===== src/hdl/gne_pkg.sv =====
// Shared types and constants for the grid neighborhood enumerator.
// Defines the input and output word layouts and the configuration register indexes.
// No dependencies.
package gne_pkg;

	localparam int FLAT_W  = 30;
	localparam int COORD_W = 10;
	localparam int NODES_W = 11;
	localparam int CFG_IDX_W = 2;

	// Configuration register indexes
	localparam logic [CFG_IDX_W-1:0] REG_AXES_USED   = 2'd0;
	localparam logic [CFG_IDX_W-1:0] REG_NODES_AXIS0 = 2'd1;
	localparam logic [CFG_IDX_W-1:0] REG_NODES_AXIS1 = 2'd2;
	localparam logic [CFG_IDX_W-1:0] REG_NODES_AXIS2 = 2'd3;

	typedef struct packed {
		logic               mode;
		logic [FLAT_W-1:0]  center_flat;
		logic [COORD_W-1:0] center_axis0;
		logic [COORD_W-1:0] center_axis1;
		logic [COORD_W-1:0] center_axis2;
		logic               radius;
	} in_word_t;

	typedef struct packed {
		logic [FLAT_W-1:0] neighbor_flat;
		logic              last;
	} out_word_t;

endpackage


===== src/hdl/grid_neighborhood_enumerator_top.sv =====
// Coordinate mode goes straight to the range setup; flat mode first runs three
// 30-bit divisions by the axis sizes, 2 quotient bits per cycle on one shared divider.
// During the walk the block emits one word per cycle while the output side does not stall,
// and the skipped centre takes a walk step that emits no word; a new request is taken
// only after the walk has ended.
// Reset (arst_n low, asynchronous): idle, output empty, axes_used 3, all node counts 1.
// Depends on gne_pkg.
module grid_neighborhood_enumerator_top
	import gne_pkg::*;
#(
	parameter int AXES               = 3,
	parameter int MAX_NODES_PER_AXIS = 1024
) (
	input  logic                 clk,
	input  logic                 arst_n,
	input  logic                 cfg_write,
	input  logic [CFG_IDX_W-1:0] cfg_index,
	input  logic [NODES_W-1:0]   cfg_data,
	input  logic                 in_valid,
	output logic                 in_ready,
	input  in_word_t             in_word,
	output logic                 out_valid,
	input  logic                 out_ready,
	output out_word_t            out_word
);

	localparam logic [2:0] S_IDLE  = 3'd0;
	localparam logic [2:0] S_DIV   = 3'd1;
	localparam logic [2:0] S_RANGE = 3'd2;
	localparam logic [2:0] S_BASE1 = 3'd3;
	localparam logic [2:0] S_BASE2 = 3'd4;
	localparam logic [2:0] S_WALK  = 3'd5;

	localparam int DIV_BITS_PER_CYC = 2;
	localparam int DIV_CYCLES       = FLAT_W / DIV_BITS_PER_CYC;
	localparam logic [3:0] DIV_LAST = 4'(DIV_CYCLES - 1);

	localparam logic [1:0]         AXES_MAX  = 2'(AXES);
	localparam logic [NODES_W-1:0] NODES_MAX = NODES_W'(MAX_NODES_PER_AXIS);

	// Configuration registers
	logic [1:0]         axes_used_q;
	logic [NODES_W-1:0] nodes_q [3];

	// Sequencer and datapath registers
	logic [2:0]         state_q;
	logic               radius_q;
	logic [1:0]         axis_q;
	logic [3:0]         div_cnt_q;
	logic [FLAT_W-1:0]  dvd_q;
	logic [COORD_W-1:0] rem_q;
	logic [COORD_W-1:0] c_q  [3];
	logic [COORD_W-1:0] lo_q [3];
	logic [COORD_W-1:0] hi_q [3];
	logic [COORD_W-1:0] x_q  [3];
	logic [20:0]        s2_q;
	logic [FLAT_W-1:0]  acc_q;
	logic [FLAT_W-1:0]  f_q;
	logic [FLAT_W-1:0]  row_q;
	logic [FLAT_W-1:0]  plane_q;
	logic [4:0]         left_q;
	logic               out_valid_q;
	out_word_t          out_word_q;

	// Effective axis sizes
	logic [1:0]         axes_eff;
	logic [NODES_W-1:0] sz [3];

	always_comb begin
		axes_eff = (axes_used_q == 2'd0) ? 2'd1 : axes_used_q;
		if (axes_eff > AXES_MAX) begin
			axes_eff = AXES_MAX;
		end
		for (int k = 0; k < 3; k++) begin
			if (2'(k) >= axes_eff) begin
				sz[k] = NODES_W'(1);
			end else if (nodes_q[k] == '0) begin
				sz[k] = NODES_W'(1);
			end else if (nodes_q[k] > NODES_MAX) begin
				sz[k] = NODES_MAX;
			end else begin
				sz[k] = nodes_q[k];
			end
		end
	end

	// Divider: two restoring steps per cycle on the selected axis size
	logic [NODES_W-1:0] div_sz;
	logic [COORD_W-1:0] div_rem;
	logic [FLAT_W-1:0]  div_dvd;
	logic [NODES_W-1:0] div_trial;

	assign div_sz = sz[axis_q];

	always_comb begin
		div_rem = rem_q;
		div_dvd = dvd_q;
		div_trial = '0;
		for (int i = 0; i < DIV_BITS_PER_CYC; i++) begin
			div_trial = {div_rem, div_dvd[FLAT_W-1]};
			if (div_trial >= div_sz) begin
				div_trial = div_trial - div_sz;
				div_dvd = {div_dvd[FLAT_W-2:0], 1'b1};
			end else begin
				div_dvd = {div_dvd[FLAT_W-2:0], 1'b0};
			end
			div_rem = div_trial[COORD_W-1:0];
		end
	end

	// Clamp coordinates for coordinate mode
	logic [COORD_W-1:0] in_c [3];

	always_comb begin
		in_c[0] = in_word.center_axis0;
		in_c[1] = in_word.center_axis1;
		in_c[2] = in_word.center_axis2;
		for (int k = 0; k < 3; k++) begin
			if ({1'b0, in_c[k]} >= sz[k]) begin
				in_c[k] = COORD_W'(sz[k] - NODES_W'(1));
			end
		end
	end

	// Clip the neighborhood to the grid
	logic [COORD_W-1:0] lo_d [3];
	logic [COORD_W-1:0] hi_d [3];
	logic [NODES_W-1:0] c_plus_r;
	logic [NODES_W-1:0] sz_m1;

	always_comb begin
		c_plus_r = '0;
		sz_m1 = '0;
		for (int k = 0; k < 3; k++) begin
			lo_d[k] = (c_q[k] < COORD_W'(radius_q)) ? '0 : c_q[k] - COORD_W'(radius_q);
			c_plus_r = {1'b0, c_q[k]} + NODES_W'(radius_q);
			sz_m1 = sz[k] - NODES_W'(1);
			hi_d[k] = (c_plus_r > sz_m1) ? sz_m1[COORD_W-1:0] : c_plus_r[COORD_W-1:0];
		end
	end

	// Shared multiplier for the setup products
	logic [NODES_W-1:0] mul_a;
	logic [20:0]        mul_b;
	logic [31:0]        mul_p;

	always_comb begin
		case (state_q)
			S_RANGE: begin
				mul_a = sz[0];
				mul_b = 21'(sz[1]);
			end
			S_BASE1: begin
				mul_a = {1'b0, lo_q[2]};
				mul_b = s2_q;
			end
			S_BASE2: begin
				mul_a = sz[0];
				mul_b = 21'(lo_q[1]);
			end
			default: begin
				mul_a = '0;
				mul_b = '0;
			end
		endcase
	end

	assign mul_p = 32'(mul_a) * 32'(mul_b);

	// Number of words: box volume less the centre
	logic [1:0] ext [3];
	logic [4:0] total;

	always_comb begin
		for (int k = 0; k < 3; k++) begin
			ext[k] = 2'(hi_q[k] - lo_q[k]) + 2'd1;
		end
		total = 5'(ext[0]) * 5'(ext[1]) * 5'(ext[2]) - 5'd1;
	end

	// Walk control
	logic is_centre;
	logic load_out;
	logic walk_go;
	logic walk_done;
	logic [FLAT_W-1:0] base_sum;

	assign is_centre = (x_q[0] == c_q[0]) && (x_q[1] == c_q[1]) && (x_q[2] == c_q[2]);
	assign walk_go   = (state_q == S_WALK) && (is_centre || !out_valid_q || out_ready);
	assign load_out  = walk_go && !is_centre;
	assign walk_done = walk_go && (x_q[0] == hi_q[0]) && (x_q[1] == hi_q[1])
		&& (x_q[2] == hi_q[2]);
	assign base_sum  = acc_q + mul_p[FLAT_W-1:0] + FLAT_W'(lo_q[0]);

	assign in_ready  = (state_q == S_IDLE);
	assign out_valid = out_valid_q;
	assign out_word  = out_word_q;

	// Configuration writes
	always_ff @(posedge clk or negedge arst_n) begin
		if (!arst_n) begin
			axes_used_q <= 2'd3;
			nodes_q[0] <= NODES_W'(1);
			nodes_q[1] <= NODES_W'(1);
			nodes_q[2] <= NODES_W'(1);
		end else if (cfg_write) begin
			case (cfg_index)
				REG_AXES_USED:   axes_used_q <= cfg_data[1:0];
				REG_NODES_AXIS0: nodes_q[0] <= cfg_data;
				REG_NODES_AXIS1: nodes_q[1] <= cfg_data;
				REG_NODES_AXIS2: nodes_q[2] <= cfg_data;
				default: ;
			endcase
		end
	end

	// Sequencer and output valid
	always_ff @(posedge clk or negedge arst_n) begin
		if (!arst_n) begin
			state_q <= S_IDLE;
			out_valid_q <= 1'b0;
			axis_q <= '0;
			div_cnt_q <= '0;
			left_q <= '0;
		end else begin
			if (load_out) begin
				out_valid_q <= 1'b1;
			end else if (out_ready) begin
				out_valid_q <= 1'b0;
			end
			case (state_q)
				S_IDLE: begin
					if (in_valid) begin
						axis_q <= '0;
						div_cnt_q <= '0;
						state_q <= in_word.mode ? S_RANGE : S_DIV;
					end
				end
				S_DIV: begin
					if (div_cnt_q == DIV_LAST) begin
						div_cnt_q <= '0;
						if (axis_q == 2'd2) begin
							state_q <= S_RANGE;
						end else begin
							axis_q <= axis_q + 2'd1;
						end
					end else begin
						div_cnt_q <= div_cnt_q + 4'd1;
					end
				end
				S_RANGE: state_q <= S_BASE1;
				S_BASE1: state_q <= S_BASE2;
				S_BASE2: begin
					left_q <= total;
					state_q <= S_WALK;
				end
				S_WALK: begin
					if (load_out) begin
						left_q <= left_q - 5'd1;
					end
					if (walk_done) begin
						state_q <= S_IDLE;
					end
				end
				default: state_q <= S_IDLE;
			endcase
		end
	end

	// Datapath registers
	always_ff @(posedge clk) begin
		case (state_q)
			S_IDLE: begin
				radius_q <= in_word.radius;
				dvd_q <= in_word.center_flat;
				rem_q <= '0;
				if (in_word.mode) begin
					c_q[0] <= in_c[0];
					c_q[1] <= in_c[1];
					c_q[2] <= in_c[2];
				end
			end
			S_DIV: begin
				dvd_q <= div_dvd;
				if (div_cnt_q == DIV_LAST) begin
					c_q[axis_q] <= div_rem;
					rem_q <= '0;
				end else begin
					rem_q <= div_rem;
				end
			end
			S_RANGE: begin
				for (int k = 0; k < 3; k++) begin
					lo_q[k] <= lo_d[k];
					hi_q[k] <= hi_d[k];
					x_q[k] <= lo_d[k];
				end
				s2_q <= mul_p[20:0];
			end
			S_BASE1: acc_q <= mul_p[FLAT_W-1:0];
			S_BASE2: begin
				f_q <= base_sum;
				row_q <= base_sum;
				plane_q <= base_sum;
			end
			S_WALK: begin
				if (walk_go) begin
					// Advance the odometer, axis 0 fastest
					if (x_q[0] != hi_q[0]) begin
						x_q[0] <= x_q[0] + COORD_W'(1);
						f_q <= f_q + FLAT_W'(1);
					end else if (x_q[1] != hi_q[1]) begin
						x_q[0] <= lo_q[0];
						x_q[1] <= x_q[1] + COORD_W'(1);
						row_q <= row_q + FLAT_W'(sz[0]);
						f_q <= row_q + FLAT_W'(sz[0]);
					end else if (x_q[2] != hi_q[2]) begin
						x_q[0] <= lo_q[0];
						x_q[1] <= lo_q[1];
						x_q[2] <= x_q[2] + COORD_W'(1);
						plane_q <= plane_q + FLAT_W'(s2_q);
						row_q <= plane_q + FLAT_W'(s2_q);
						f_q <= plane_q + FLAT_W'(s2_q);
					end
				end
			end
			default: ;
		endcase
		// Hold the output word until taken
		if (load_out) begin
			out_word_q.neighbor_flat <= f_q;
			out_word_q.last <= (left_q == 5'd1);
		end
	end

	// Divider remainder stays below the divisor
	a_div_rem_bound: assert property (@(posedge clk) disable iff (!arst_n)
		(state_q == S_DIV) |-> ({1'b0, rem_q} < div_sz))
		else $error("divider remainder not below axis size");

	// Every emitted word has budget left
	a_emit_budget: assert property (@(posedge clk) disable iff (!arst_n)
		load_out |-> (left_q != 5'd0))
		else $error("word emitted beyond neighborhood count");

	// Walk ends exactly when the count is spent
	a_walk_count: assert property (@(posedge clk) disable iff (!arst_n)
		walk_done |=> (left_q == 5'd0))
		else $error("walk ended with words unaccounted");

	// Odometer stays at or below the box's upper corner, and the centre lies in the box on axis 0
	a_walk_box: assert property (@(posedge clk) disable iff (!arst_n)
		(state_q == S_WALK) |-> ((x_q[0] <= hi_q[0]) && (x_q[1] <= hi_q[1])
			&& (x_q[2] <= hi_q[2]) && (lo_q[0] <= c_q[0]) && (c_q[0] <= hi_q[0])))
		else $error("odometer outside neighborhood box");

	// Last flag leaves at most the skipped centre behind it in the walk
	a_last_end: assert property (@(posedge clk) disable iff (!arst_n)
		(load_out && (left_q == 5'd1)) |=> (state_q == S_IDLE) || (is_centre && walk_done))
		else $error("last word not at end of walk");

endmodule


===== config.mk =====
export PLATFORM = sky130hd
export DESIGN_NAME = grid_neighborhood_enumerator_top
export DESIGN_NICKNAME = d
export VERILOG_FILES = /design/src/hdl/gne_pkg.sv /design/src/hdl/grid_neighborhood_enumerator_top.sv
export SDC_FILE = /design/constraint.sdc
export NUM_CORES = 2
export LEC_CHECK = 0
export ABC_AREA = 1
export BUFFER_PORTS_ARGS = -buffer_cell sky130_fd_sc_hd__buf_4
export CAP_MARGIN = 20
export CORE_AREA = 2 2 258 260
export DETAILED_ROUTE_END_ITERATION = 12
export DIE_AREA = 0 0 260 262
export PLACE_DENSITY_LB_ADDON = 0.1
export SKIP_CTS_REPAIR_TIMING = 1
export SLEW_MARGIN = 5
export SYNTH_ARGS = -nofsm -noshare
export SYNTH_HDL_FRONTEND = slang
export SYNTH_SLANG_ARGS = --single-unit

===== constraint.sdc =====
create_clock -name clk -period 8.1 [get_ports clk]
set_clock_uncertainty 0.05 [all_clocks]
set_input_delay 1.215 -clock clk [delete_from_list [all_inputs] [get_ports clk]]
set_output_delay 1.215 -clock clk [all_outputs]
set_load 0.01 [all_outputs]

==> flow_summary.ini <==
[power]
peakVddDrop_mv = 0.169
power.net_switching_uw = 1650
leak_uw = 0.0193
power.share.clock_pct = 37.7
power_share_of_the_sequential_group_pct = 42.8
fraction_of_power_spent_switching_nets_pct = 29.9
power_density_nw_per_um2 = 136
power.combinational.fraction_pct = 19.5
p_int_uw = 3880

[synth]
multiplexer_fraction_of_the_synthesized_cell_area_pct = 0
number_of_distinct_library_cells_after_synthesis = 69
largest_family_of_logic_cells_by_synthesized_area = simple AND/OR/NAND/NOR gates
synth_top_cell_by_area = edfxtp_1
avgSynthCellArea_sq_um = 7.73
synth.area.top_cells = edfxtp_1 28%, nand2_1 13%, fa_1 10%
sequential_to_total_area_share_from_yosys_stat_pct = 31.5
synth-warning-count = 0
synthTopCellsByCount = 1248 x nand2_1, 658 x inv_1, 412 x nor2_1
postSynth.topFlopCell = edfxtp_1
synth_compound_gate_area_share_pct = 9.20
synth-adder-area-share_pct = 19.5
post_synthesis_cell_area_sq_um = 35700
most_instantiated_library_cell_after_synthesis = nand2_1
post_synth_xor_area_fraction_pct = 4.63
synthSimpleGateAreaFrac_pct = 26.5
postSynthCellCount = 4623
ys_async_sr_fraction_pct = 13.1
synthDominantCellAreaShare_pct = 28.0
ys_seq_elements = 383
synth-edff-count = 333

[route]
route.detailed.wl_per_inst_um = 19.5
detail_route.first_pass.iterations = 6
post-route-drc-count = 0
via_count = 31803
wl_met2_mm = 52.9
detailroute.wirelength.met3_mm = 7.29
route.top_layer_used = met5
detail_route.wirelength.met1_mm = 45.9
vias_per_cell = 5.56
routed_wl_mm = 112
detail-route-antenna-nets = 0
drtIter0Drc = 3038

[setup_path]
critical-path-slowest-cell = fa_1
most_frequent_cell_on_the_critical_path = fa_1
critical-path-max-stage-delay_ps = 550
ff2ff_path_depth = 36
rr_startpoint = nodes_q[24]$_DFFE_PN0P_
setup.worst_path.class = flop to flop
worstSetupStartpointType = flop
setup.worst_path.end_class = flop
r2r-end = plane_q[23]$_DFFE_PP_
worstPathRequired_ps = 8380
r2r_slack_ps = 250
cp.arrival_ps = 8130
critical_path_peak_fanout = 9

[placed_design]
place_ws_ps = -53.7
dp_cells = 5616
place_hpwl_mm = 90.3
gp_routability_congestion = 0.970
port_buffers = 112

[floorplan]
die_height_um = 262
ios = 113
floorplan.rows = 94
placeable_core_area_sq_um = 65300
starting_density_pct = 54.7
die-width_um = 260
die_area_sq_um = 68100

[hold_path]
worstHoldEndpoint = out_word[6]$_DFFE_PP_
min_path_cells = 0
hp-start = f_q[5]$_DFFE_PP_
hold_path.class = flop to flop

[grt]
global_route.usage.total_pct = 32.6
grt_pass1_wl_mm = 172
antenna_found_initial = 3
grt_remaining_overflow = 0
grt_start_max_net_pins = 65
first_global_vias = 30923

[clock_tree]
root_buffer = clkbuf_16
clkSlewWorstSetupHoldPaths_ps = 60
cts_inserted_buffers = 47
clock_path_buffers = 3
tritoncts = done
clk-insertion-delay-late_ps = 610
clock_sinks = 383
cts.htree.levels = 2

[timing]
worst_slack_ps = 253
timing.final.max_slew_violations = 0
timing.final.hold_violations = 0
final_period_demand_of_the_worst_path_ps = 7850
setup_repair_after_global_routing_missed_its_margin = yes
fmax_mhz = 127
max_slew.worst_pin.slew_ps = 930
finalCritPeriodShare_pct = 96.9
holdWs_ps = 442
maxSlewHeadroom_pct = 37.8
final.setup.tns_ps = 0
setup_viol = 0

[run]
max_cap_violations = 0

[cells_and_area]
layout.filler_cells = 5955
num-nets-final = 5351
layout.cells.non_filler = 5725
area_delta_synth_final_pct = 14.0
fin_util_pct = 62.4
post_route_cells_drive_above_1_share_pct = 11.3

[status]
outcome = finished clean
-- final cells by class --
| type | instances | area (sq um) | share of cell area [%] |
|---|---|---|---|
| antenna | 1 | 2.50 | 0.00615 |
| clock buffer | 63 | 1300 | 3.19 |
| clock inverter | 22 | 205 | 0.504 |
| inverter | 680 | 2570 | 6.32 |
| multi-input combinational | 3464 | 22300 | 54.7 |
| sequential | 383 | 11300 | 27.7 |
| tap | 864 | 1080 | 2.66 |
| timing repair buffer | 248 | 2030 | 4.98 |
-- critical path, delay by kind of cell, from the launching register on --
| family | cells | cell delay, ps |
|---|---|---|
| buffers and inverters | 8 | 900 |
| DFF | 1 | 390 |
| adders and majority gates | 8 | 3340 |
| AOI/OAI and AO/OA | 8 | 1180 |
| xor gates and xnor gates | 1 | 250 |
| and+or+nand+nor | 11 | 1440 |
-- kinds of logic after synthesis --
logic type                 Yosys count
adders and majority gates          447
and+or+nand+nor                   2232
AOI/OAI and AO/OA                  588
other                                2
buffers and inverters              782
xor gates and xnor gates           189
DFF                                383
-- state kept, by name (all words and copies together) (netlist names), 2 cells and up --
| register | count |
|---|---|
| acc_q | 30 |
| lo_q | 30 |
| f_q | 30 |
| c_q | 30 |
| hi_q | 30 |
| div_cnt_q | 4 |
| out_word | 31 |
| rem_q | 10 |
| axes_used_q | 2 |
| row_q | 30 |
| x_q | 30 |
| dvd_q | 30 |
| plane_q | 30 |
| left_q | 5 |
| axis_q | 2 |
| nodes_q | 33 |
| state_q | 3 |
| s2_q | 21 |
-- layer usage --
metal	up-vias	GRT usage, %
met1	14922	42.1
met5	-	0
li1	15520	-
met2	1098	55.1
met3	259	4.21
met4	4	14.4
-- worst max-delay path by stage --
| stage | start | endpoint | slack, ps | depth (start not counted) |
|---|---|---|---|---|
| 4_1_cts | state_q[0]$_DFFE_PN0P_ | plane_q[18]$_DFFE_PP_ | -100 | 32 |
| 6_report | nodes_q[24]$_DFFE_PN0P_ | plane_q[23]$_DFFE_PP_ | 250 | 36 |
| 5_1_grt | nodes_q[23]$_DFFE_PN0P_ | plane_q[18]$_DFFE_PP_ | -100 | 36 |
| 3_3_place_gp | state_q[0]$_DFFE_PN0P_ | plane_q[18]$_DFFE_PP_ | -60 | 32 |
| 3_5_place_dp | state_q[0]$_DFFE_PN0P_ | plane_q[18]$_DFFE_PP_ | -50 | 32 |
| 2_1_floorplan | state_q[0]$_DFFE_PN0P_ | f_q[25]$_DFFE_PP_ | 40 | 37 |
-- cell usage in the layout (no fill, tap or decap), types with 184 or more instances in the layout --
cell	netlist	layout
nand2_1	1248	1234
a21oi_1	203	184
ha_1	262	231
inv_1	658	650
fa_1	185	184
nand3_1	308	296
nor2_1	412	394
buf_4	5	235
edfxtp_1	333	333
o21ai_0	258	238
-- power by group through the flow --
stage          logic [uW]  registers [uW]  clock network, uW
2_1_floorplan         678            2390                  0
3_3_place_gp         1040            2400                  0
3_5_place_dp         1050            2400                  0
4_1_cts              1060            2360               2110
5_1_grt              1210            2380               2170
6_report             1080            2360               2090
-- per-stage QoR --
stage | total power, uW | cell area (sq um)
global placement | 3440 | 38100
floorplan | 3070 | 35800
finish | 5530 | 40700
detailed placement | 3450 | 38100
global route | 5760 | 40700
CTS | 5530 | 39700
(Power assumes the default switching activity.)
